[config.mk]
export PLATFORM = sky130hd
export DESIGN_NAME = lobm_ctrl
export DESIGN_NICKNAME = d
export VERILOG_FILES = /design/src/hdl/lobm_pkg.sv /design/src/hdl/lobm_ctrl.sv
export SDC_FILE = /design/constraint.sdc
export NUM_CORES = 1
export LEC_CHECK = 0
export BUFFER_PORTS_ARGS = -buffer_cell sky130_fd_sc_hd__buf_2
export CORE_ASPECT_RATIO = 1.2
export CORE_UTILIZATION = 35
export DETAILED_ROUTE_END_ITERATION = 6
export PLACE_DENSITY_LB_ADDON = 0.15
export SETUP_SLACK_MARGIN = 0.3
export SYNTH_ARGS = -nofsm -noshare
export SYNTH_HDL_FRONTEND = slang
export SYNTH_SLANG_ARGS = --single-unit
export TNS_END_PERCENT = 30
[constraint.sdc]
create_clock -name clk -period 3 [get_ports clk]
set_clock_uncertainty 0.1 [all_clocks]
set_input_delay 0.45 -clock clk [delete_from_list [all_inputs] [get_ports clk]]
set_output_delay 0.45 -clock clk [all_outputs]
set_load 0.005 [all_outputs]
[src/hdl/lobm_pkg.sv]
package lobm_pkg;

	typedef struct packed {
		logic [1:0]  cmd;
		logic        order_side;
		logic [31:0] limit_price;
		logic [31:0] order_qty;
		logic [31:0] target_id;
	} order_t;

	typedef struct packed {
		logic [2:0]  kind;
		logic [31:0] report_price;
		logic [31:0] report_qty;
		logic [31:0] report_id;
		logic        book_side;
		logic        last;
	} report_t;

	typedef struct packed {
		logic [31:0] price;
		logic [31:0] qty;
		logic [31:0] id;
	} entry_t;

	localparam logic [1:0] CMD_LIMIT  = 2'd0;
	localparam logic [1:0] CMD_MARKET = 2'd1;
	localparam logic [1:0] CMD_CANCEL = 2'd2;
	localparam logic [1:0] CMD_CHANGE = 2'd3;

	localparam logic [2:0] KIND_TRADE    = 3'd0;
	localparam logic [2:0] KIND_ACCEPT   = 3'd1;
	localparam logic [2:0] KIND_CANCEL   = 3'd2;
	localparam logic [2:0] KIND_NOTFOUND = 3'd3;
	localparam logic [2:0] KIND_FULL     = 3'd4;

	localparam logic SIDE_BUY  = 1'b0;
	localparam logic SIDE_SELL = 1'b1;

	typedef enum logic [4:0] {
		OP_NONE, OP_LOAD, OP_LIM_START, OP_MKT_START, OP_FIND_START,
		OP_INS_RD, OP_INS_NEW, OP_INS_SHIFT,
		OP_F_RD, OP_F_NEXT, OP_F_NEXTSIDE, OP_F_HIT,
		OP_R_RD, OP_R_WR, OP_R_DONE, OP_CHG_START,
		OP_SW_RD, OP_SW_CHK, OP_SW_UPD
	} op_t;

	typedef enum logic [2:0] {
		EM_TRADE, EM_ACCEPT, EM_CANCEL, EM_NOTFOUND, EM_FULL
	} emit_sel_t;

	typedef struct packed {
		op_t       op;
		logic      emit;
		emit_sel_t esel;
		logic      flush;
	} dp_cmd_t;

	typedef struct packed {
		logic [1:0] cmd;
		logic       full;
		logic       idx_zero;
		logic       ins_front;
		logic       f_end;
		logic       id_hit;
		logic       side_one;
		logic       r_last;
		logic       sw_go;
		logic       sw_cross;
		logic       sw_split;
		logic       open;
		logic       out_free;
	} dp_st_t;

	typedef struct packed {
		logic rd;
		logic wr;
		logic pop;
		logic inc;
		logic dec;
	} book_ctl_t;

endpackage

[src/hdl/lobm_ctrl.sv]
module lobm_ctrl import lobm_pkg::*; (
	input  logic    clk,
	input  logic    arst_n,
	input  logic    order_valid,
	output logic    order_stall,
	input  dp_st_t  st,
	output dp_cmd_t cmd
);

	typedef enum logic [16:0] {
		S_IDLE     = 17'b00000000000000001,
		S_DISPATCH = 17'b00000000000000010,
		S_FULL     = 17'b00000000000000100,
		S_INS_RD   = 17'b00000000000001000,
		S_INS_CHK  = 17'b00000000000010000,
		S_ACC      = 17'b00000000000100000,
		S_F_RD     = 17'b00000000001000000,
		S_F_CHK    = 17'b00000000010000000,
		S_R_RD     = 17'b00000000100000000,
		S_R_WR     = 17'b00000001000000000,
		S_CAN      = 17'b00000010000000000,
		S_NF       = 17'b00000100000000000,
		S_SW_RD    = 17'b00001000000000000,
		S_SW_CHK   = 17'b00010000000000000,
		S_SW_UPD   = 17'b00100000000000000,
		S_SW_END   = 17'b01000000000000000,
		S_FLUSH    = 17'b10000000000000000
	} state_t;

	state_t state_q, state_d;

	always_comb begin
		state_d  = state_q;
		cmd      = '0;
		cmd.op   = OP_NONE;
		cmd.esel = EM_TRADE;
		unique case (state_q)
			S_IDLE: begin
				if (order_valid) begin
					cmd.op  = OP_LOAD;
					state_d = S_DISPATCH;
				end
			end
			S_DISPATCH: begin
				unique case (st.cmd)
					CMD_LIMIT: begin
						if (st.full) begin
							state_d = S_FULL;
						end else begin
							cmd.op  = OP_LIM_START;
							state_d = S_INS_RD;
						end
					end
					CMD_MARKET: begin
						cmd.op  = OP_MKT_START;
						state_d = S_SW_RD;
					end
					default: begin
						cmd.op  = OP_FIND_START;
						state_d = S_F_RD;
					end
				endcase
			end
			S_FULL: begin
				if (st.out_free) begin
					cmd.emit = 1'b1;
					cmd.esel = EM_FULL;
					state_d  = S_FLUSH;
				end
			end
			S_INS_RD: begin
				if (st.idx_zero) begin
					cmd.op  = OP_INS_NEW;
					state_d = S_ACC;
				end else begin
					cmd.op  = OP_INS_RD;
					state_d = S_INS_CHK;
				end
			end
			S_INS_CHK: begin
				if (st.ins_front) begin
					cmd.op  = OP_INS_NEW;
					state_d = S_ACC;
				end else begin
					cmd.op  = OP_INS_SHIFT;
					state_d = S_INS_RD;
				end
			end
			S_ACC: begin
				if (st.out_free) begin
					cmd.emit = 1'b1;
					cmd.esel = EM_ACCEPT;
					state_d  = S_SW_RD;
				end
			end
			S_F_RD: begin
				if (st.f_end) begin
					if (st.side_one) begin
						cmd.op = OP_F_NEXTSIDE;
					end else begin
						state_d = S_NF;
					end
				end else begin
					cmd.op  = OP_F_RD;
					state_d = S_F_CHK;
				end
			end
			S_F_CHK: begin
				if (st.id_hit) begin
					cmd.op  = OP_F_HIT;
					state_d = S_R_RD;
				end else begin
					cmd.op  = OP_F_NEXT;
					state_d = S_F_RD;
				end
			end
			S_R_RD: begin
				if (st.r_last) begin
					cmd.op  = OP_R_DONE;
					state_d = S_CAN;
				end else begin
					cmd.op  = OP_R_RD;
					state_d = S_R_WR;
				end
			end
			S_R_WR: begin
				cmd.op  = OP_R_WR;
				state_d = S_R_RD;
			end
			S_CAN: begin
				if (st.out_free) begin
					cmd.emit = 1'b1;
					cmd.esel = EM_CANCEL;
					if (st.cmd == CMD_CANCEL) begin
						state_d = S_FLUSH;
					end else begin
						cmd.op  = OP_CHG_START;
						state_d = S_INS_RD;
					end
				end
			end
			S_NF: begin
				if (st.out_free) begin
					cmd.emit = 1'b1;
					cmd.esel = EM_NOTFOUND;
					state_d  = S_FLUSH;
				end
			end
			S_SW_RD: begin
				if (st.sw_go) begin
					cmd.op  = OP_SW_RD;
					state_d = S_SW_CHK;
				end else begin
					state_d = S_SW_END;
				end
			end
			S_SW_CHK: begin
				if (!st.sw_cross) begin
					state_d = S_SW_END;
				end else if (st.sw_split) begin
					if (st.out_free) begin
						cmd.op   = OP_SW_CHK;
						cmd.emit = 1'b1;
						cmd.esel = EM_TRADE;
						state_d  = S_SW_UPD;
					end
				end else begin
					cmd.op  = OP_SW_CHK;
					state_d = S_SW_UPD;
				end
			end
			S_SW_UPD: begin
				cmd.op  = OP_SW_UPD;
				state_d = S_SW_RD;
			end
			S_SW_END: begin
				if (!st.open) begin
					state_d = S_FLUSH;
				end else if (st.out_free) begin
					cmd.emit = 1'b1;
					cmd.esel = EM_TRADE;
					state_d  = S_FLUSH;
				end
			end
			S_FLUSH: begin
				if (st.out_free) begin
					cmd.flush = 1'b1;
					state_d   = S_IDLE;
				end
			end
			default: state_d = S_IDLE;
		endcase
	end

	always_ff @(posedge clk or negedge arst_n) begin
		if (!arst_n) begin
			state_q <= S_IDLE;
		end else begin
			state_q <= state_d;
		end
	end

	assign order_stall = state_q != S_IDLE;

endmodule

=== Word level (Yosys, flattened, before mapping) ===
Cells that the tools add are included.

* Bits in registers: 17
* Input port bits: 17
* Output and inout bits: 11
* Word-level logic and storage cells: 75

* Equality and inequality tests: 26
* Muxes and demuxes: 45
* Reduce and logical (&&, ||, !) cells: 3

{| class="wikitable"
|+ Operators with widths
! kind !! number
|-
| $pmux W17 S16 || 1
|-
| $mux W17 || 12
|-
| $pmux W5 S12 || 1
|-
| $mux W4 || 9
|-
| $pmux W17 S2 || 1
|-
| $mux W9 || 3
|-
| $pmux W4 S6 || 1
|-
| $eq A17 B1 Y1 const B || 1
|-
| $eq A17 B10 Y1 const B || 1
|-
| $eq A17 B11 Y1 const B || 1
|-
| $eq A17 B12 Y1 const B || 1
|-
| $eq A17 B13 Y1 const B || 1
|-
| $eq A17 B14 Y1 const B || 1
|-
| $eq A17 B15 Y1 const B || 1
|-
| $eq A17 B16 Y1 const B || 1
|-
| $eq A17 B17 Y1 const B || 1
|-
| $eq A17 B2 Y1 const B || 1
|-
| $eq A17 B3 Y1 const B || 1
|-
| $eq A17 B4 Y1 const B || 1
|-
| $eq A17 B5 Y1 const B || 1
|-
| $eq A17 B6 Y1 const B || 1
|-
| $eq A17 B7 Y1 const B || 1
|-
| $eq A17 B8 Y1 const B || 1
|-
| $eq A17 B9 Y1 const B || 1
|-
| other kinds (17) || 29
|}

=== Depth between registers and ports, before layout ===
* Depth after elaboration: 4
* Mapped depth: 8

=== Worst setup path before layout ===
Ideal clock, no wire load.

* Kind: reg2out
* From: register state_q[5]
* To: output cmd[6] (netlist name)
* Data arrival time: 1808 ps
* Data required time: 2450 ps
* Path slack: 642 ps
* Stages on the path, launching flop included: 6
* Cell sequence: dfrtp_1 > or4_2 > nor2_1 > nand4_1 > or3_1 > nand4_1

{| class="wikitable"
|+ RTL lines
! what !! line !! RTL
|-
| start, declared || lobm_ctrl.sv:30 || <nowiki>state_t state_q, state_d;</nowiki>
|-
| start signal, assigned || lobm_ctrl.sv:199 || <nowiki>state_q <= state_d;</nowiki>
|-
| end, declared || lobm_ctrl.sv:7 || <nowiki>output dp_cmd_t cmd</nowiki>
|}

==> impl_metrics.json <==
{
  "cts-buffers-inserted": 3,
  "slew_headroom": 0.586,
  "leakagePower_nw": 0.869,
  "yosys.area.top_type": "dfrtp_1",
  "cts_hold_buf": 0,
  "drive_gt1_frac": 0.381,
  "dr.first_iter.drc_count": 158,
  "nFillCells": 407,
  "htree_num_levels": 1,
  "required_ns": 2.45,
  "placementRows": 24,
  "seq_area_sq_um": 437,
  "drt.antenna.violating_nets": 0,
  "grt_usage": 0.241,
  "routedWlPerCell_um": 17.9,
  "power.density_mw_per_mm2": 587,
  "portBuffers": 27,
  "via_count": 1565,
  "start_util": 0.374,
  "synthTopCellsByArea": "dfrtp_1, nor2_1, nand2_1, nand4_1, nand3_1",
  "tightest_slew_ns": 0.613,
  "drcViolationCount": 0,
  "min-delay-path-class": "input port to async pin",
  "largest_register_ffs": 17,
  "dp_hpwl_mm": 3.67,
  "cts-root-buf": "clkbuf_8",
  "vias_per_cell": 5.86,
  "netlist_instances": 169,
  "multi_input_area_sq_um": 968,
  "ys_warn_count": 0,
  "clk_pin_slew_ns": 0.08,
  "grt_max_degree": 18,
  "grt_pass1_wl_mm": 7.54,
  "worst_setup_path_start_kind": "flop",
  "largest_register": "state_q",
  "fin_util": 0.489,
  "fin_nets": 233,
  "die_h_um": 71.1,
  "synth-main-ff-cell": "dfrtp_1",
  "finalPower_w": 0.00107,
  "ios": 28,
  "drv_slew": 0,
  "totalNegativeSetupSlack_ns": 0,
  "antenna_found_initial": 0,
  "synth_area_sq_mm": 0.00139,
  "ys_types": 55,
  "min_period_ns": 2.71,
  "setup_viol": 0,
  "end_kind": "output pin",
  "grt_setup_unrepaired": "yes",
  "wl_mm": 4.78,
  "synth_seq_cells": 17,
  "synth_top_area_share": 0.287,
  "synth_edf_count": 0,
  "cts_tree": "yes",
  "reg_top3": "state_q: 17 flops",
  "fp.dieArea_sq_mm": 0.00424,
  "place.gp.congestion": 0.985,
  "clockBufferDepth": 2,
  "core_region_area_sq_mm": 0.00372,
  "clk_latency_ns": 0.25,
  "drt_first_pass_iters": 4,
  "syn_nets": 186,
  "cts_num_sinks": 17,
  "cap_violations": 0,
  "crit_fanout": 3,
  "area_growth_pct": 30.6,
  "status": "finished, final reports clean",
  "yosysMostFrequentCell": "nor2_1",
  "grt_overflow": 0,
  "grt_pass1_vias": 1591,
  "synth_async_sr_flop_share": 1.00,
  "avgSynthCellArea_sq_um": 8.25,
  "n_antenna_cell": 0,
  "path_class": "flop to output pin",
  "hold_viol": 0,
  "die_x_um": 59.6,
  "critPathArrivalTime_ns": 2.16,
  "vdd_ir_drop_max_v": 0.000208,
  "synth_commonest_cells": "nor2_1, dfrtp_1, nand2_1",
  "seq_area_frac_synth": 0.306,
  "fin_crit_sh": 0.904,
  "hold_slack_ns": 0.0120,
  "fmax_mhz": 369
}
-- cell usage in the layout (no fill, tap or decap), types with 2 or more instances in the layout --
master	count
buf_2	27
nor2_1	21
buf_4	18
nand2_1	16
nand3_1	9
inv_1	9
nand4_1	9
dfrtp_2	8
dfrtp_1	8
nor2b_1	7
a21oi_1	6
nand3b_1	5
and4_1	4
nor4_1	4
nor3_1	4
or4_4	3
o21ai_0	3
clkbuf_8	3
nor4_4	2
nor4_2	2
nand4b_1	2
nor4b_1	2
a31oi_1	2
nor3_2	2
xor2_1	2
a2111oi_0	2
-- layout make-up --
class,count,area share
Clock inverter,1,0.00275
Clock buffer,3,0.0227
Inverter,9,0.0186
Timing Repair Buffer,45,0.148
Sequential cell,17,0.240
Multi-Input combinational cell,140,0.532
Tap cell,52,0.0357
-- through the flow --
step                area [sq um]  cells  setup WS (ns)
floorplan                   1390    169          0.642
global placement            1640    255          0.438
detailed placement          1640    255          0.409
CTS                         1770    263          0.263
global route                1820    267          0.204
finish                      1820    267          0.289
-- worst max-delay path, stage by stage (launching register included) --
cell,delay (ns)
dfrtp_2,0.45
nor4_4,0.33
nand4_1,0.20
or4_4,0.58
and4_1,0.17
nand4_1,0.07
buf_2,0.11
-- cells by family after synthesis --
| logic type | after synthesis | synth area share |
|---|---|---|
| and+or+nand+nor | 109 | 0.466 |
| AOI/OAI and AO/OA | 28 | 0.162 |
| DFF | 17 | 0.306 |
| buffers and inverters | 12 | 0.0476 |
| xor gates and xnor gates | 3 | 0.0189 |
-- power breakdown --
part,internal [W],switching (W)
clock,0.0000922,0.0000847
sequential,0.000261,0.0000513
combinational,0.000268,0.000311
-- repair_timing --
item	4_1_cts	5_1_grt
setup endpoints to repair	6	7
pin swaps	4	5
resized for setup	16	6
setup buffers	4	4
-- final timing paths --
check | from | to | slack [ns] | cells past startpoint
worst max-delay path | state_q[15] | cmd[6] | 0.29 | 6
worst min-delay path | arst_n | state_q[14] | 0.01 | 1
worst max register to register | state_q[15] | state_q[16] | 0.65 | 7
worst min register to register | state_q[10] | state_q[10] | 0.53 | 2
max in group asynchronous | arst_n | state_q[0] | 2.46 | 1
min in group clk | st[5] | state_q[9] | 0.25 | 2
-- routing by layer --
metal  share of wire  vias to the layer above  wire (um)  track usage
met5               0                        -          0            0
li1                -                      738          -            -
met1            0.43                      744       2070        0.314
met4           0.027                        0        131       0.0801
met3           0.052                       16        250       0.0311
met2            0.49                       67       2330        0.407
No activity file was read; power rests on OpenSTA's default activity.
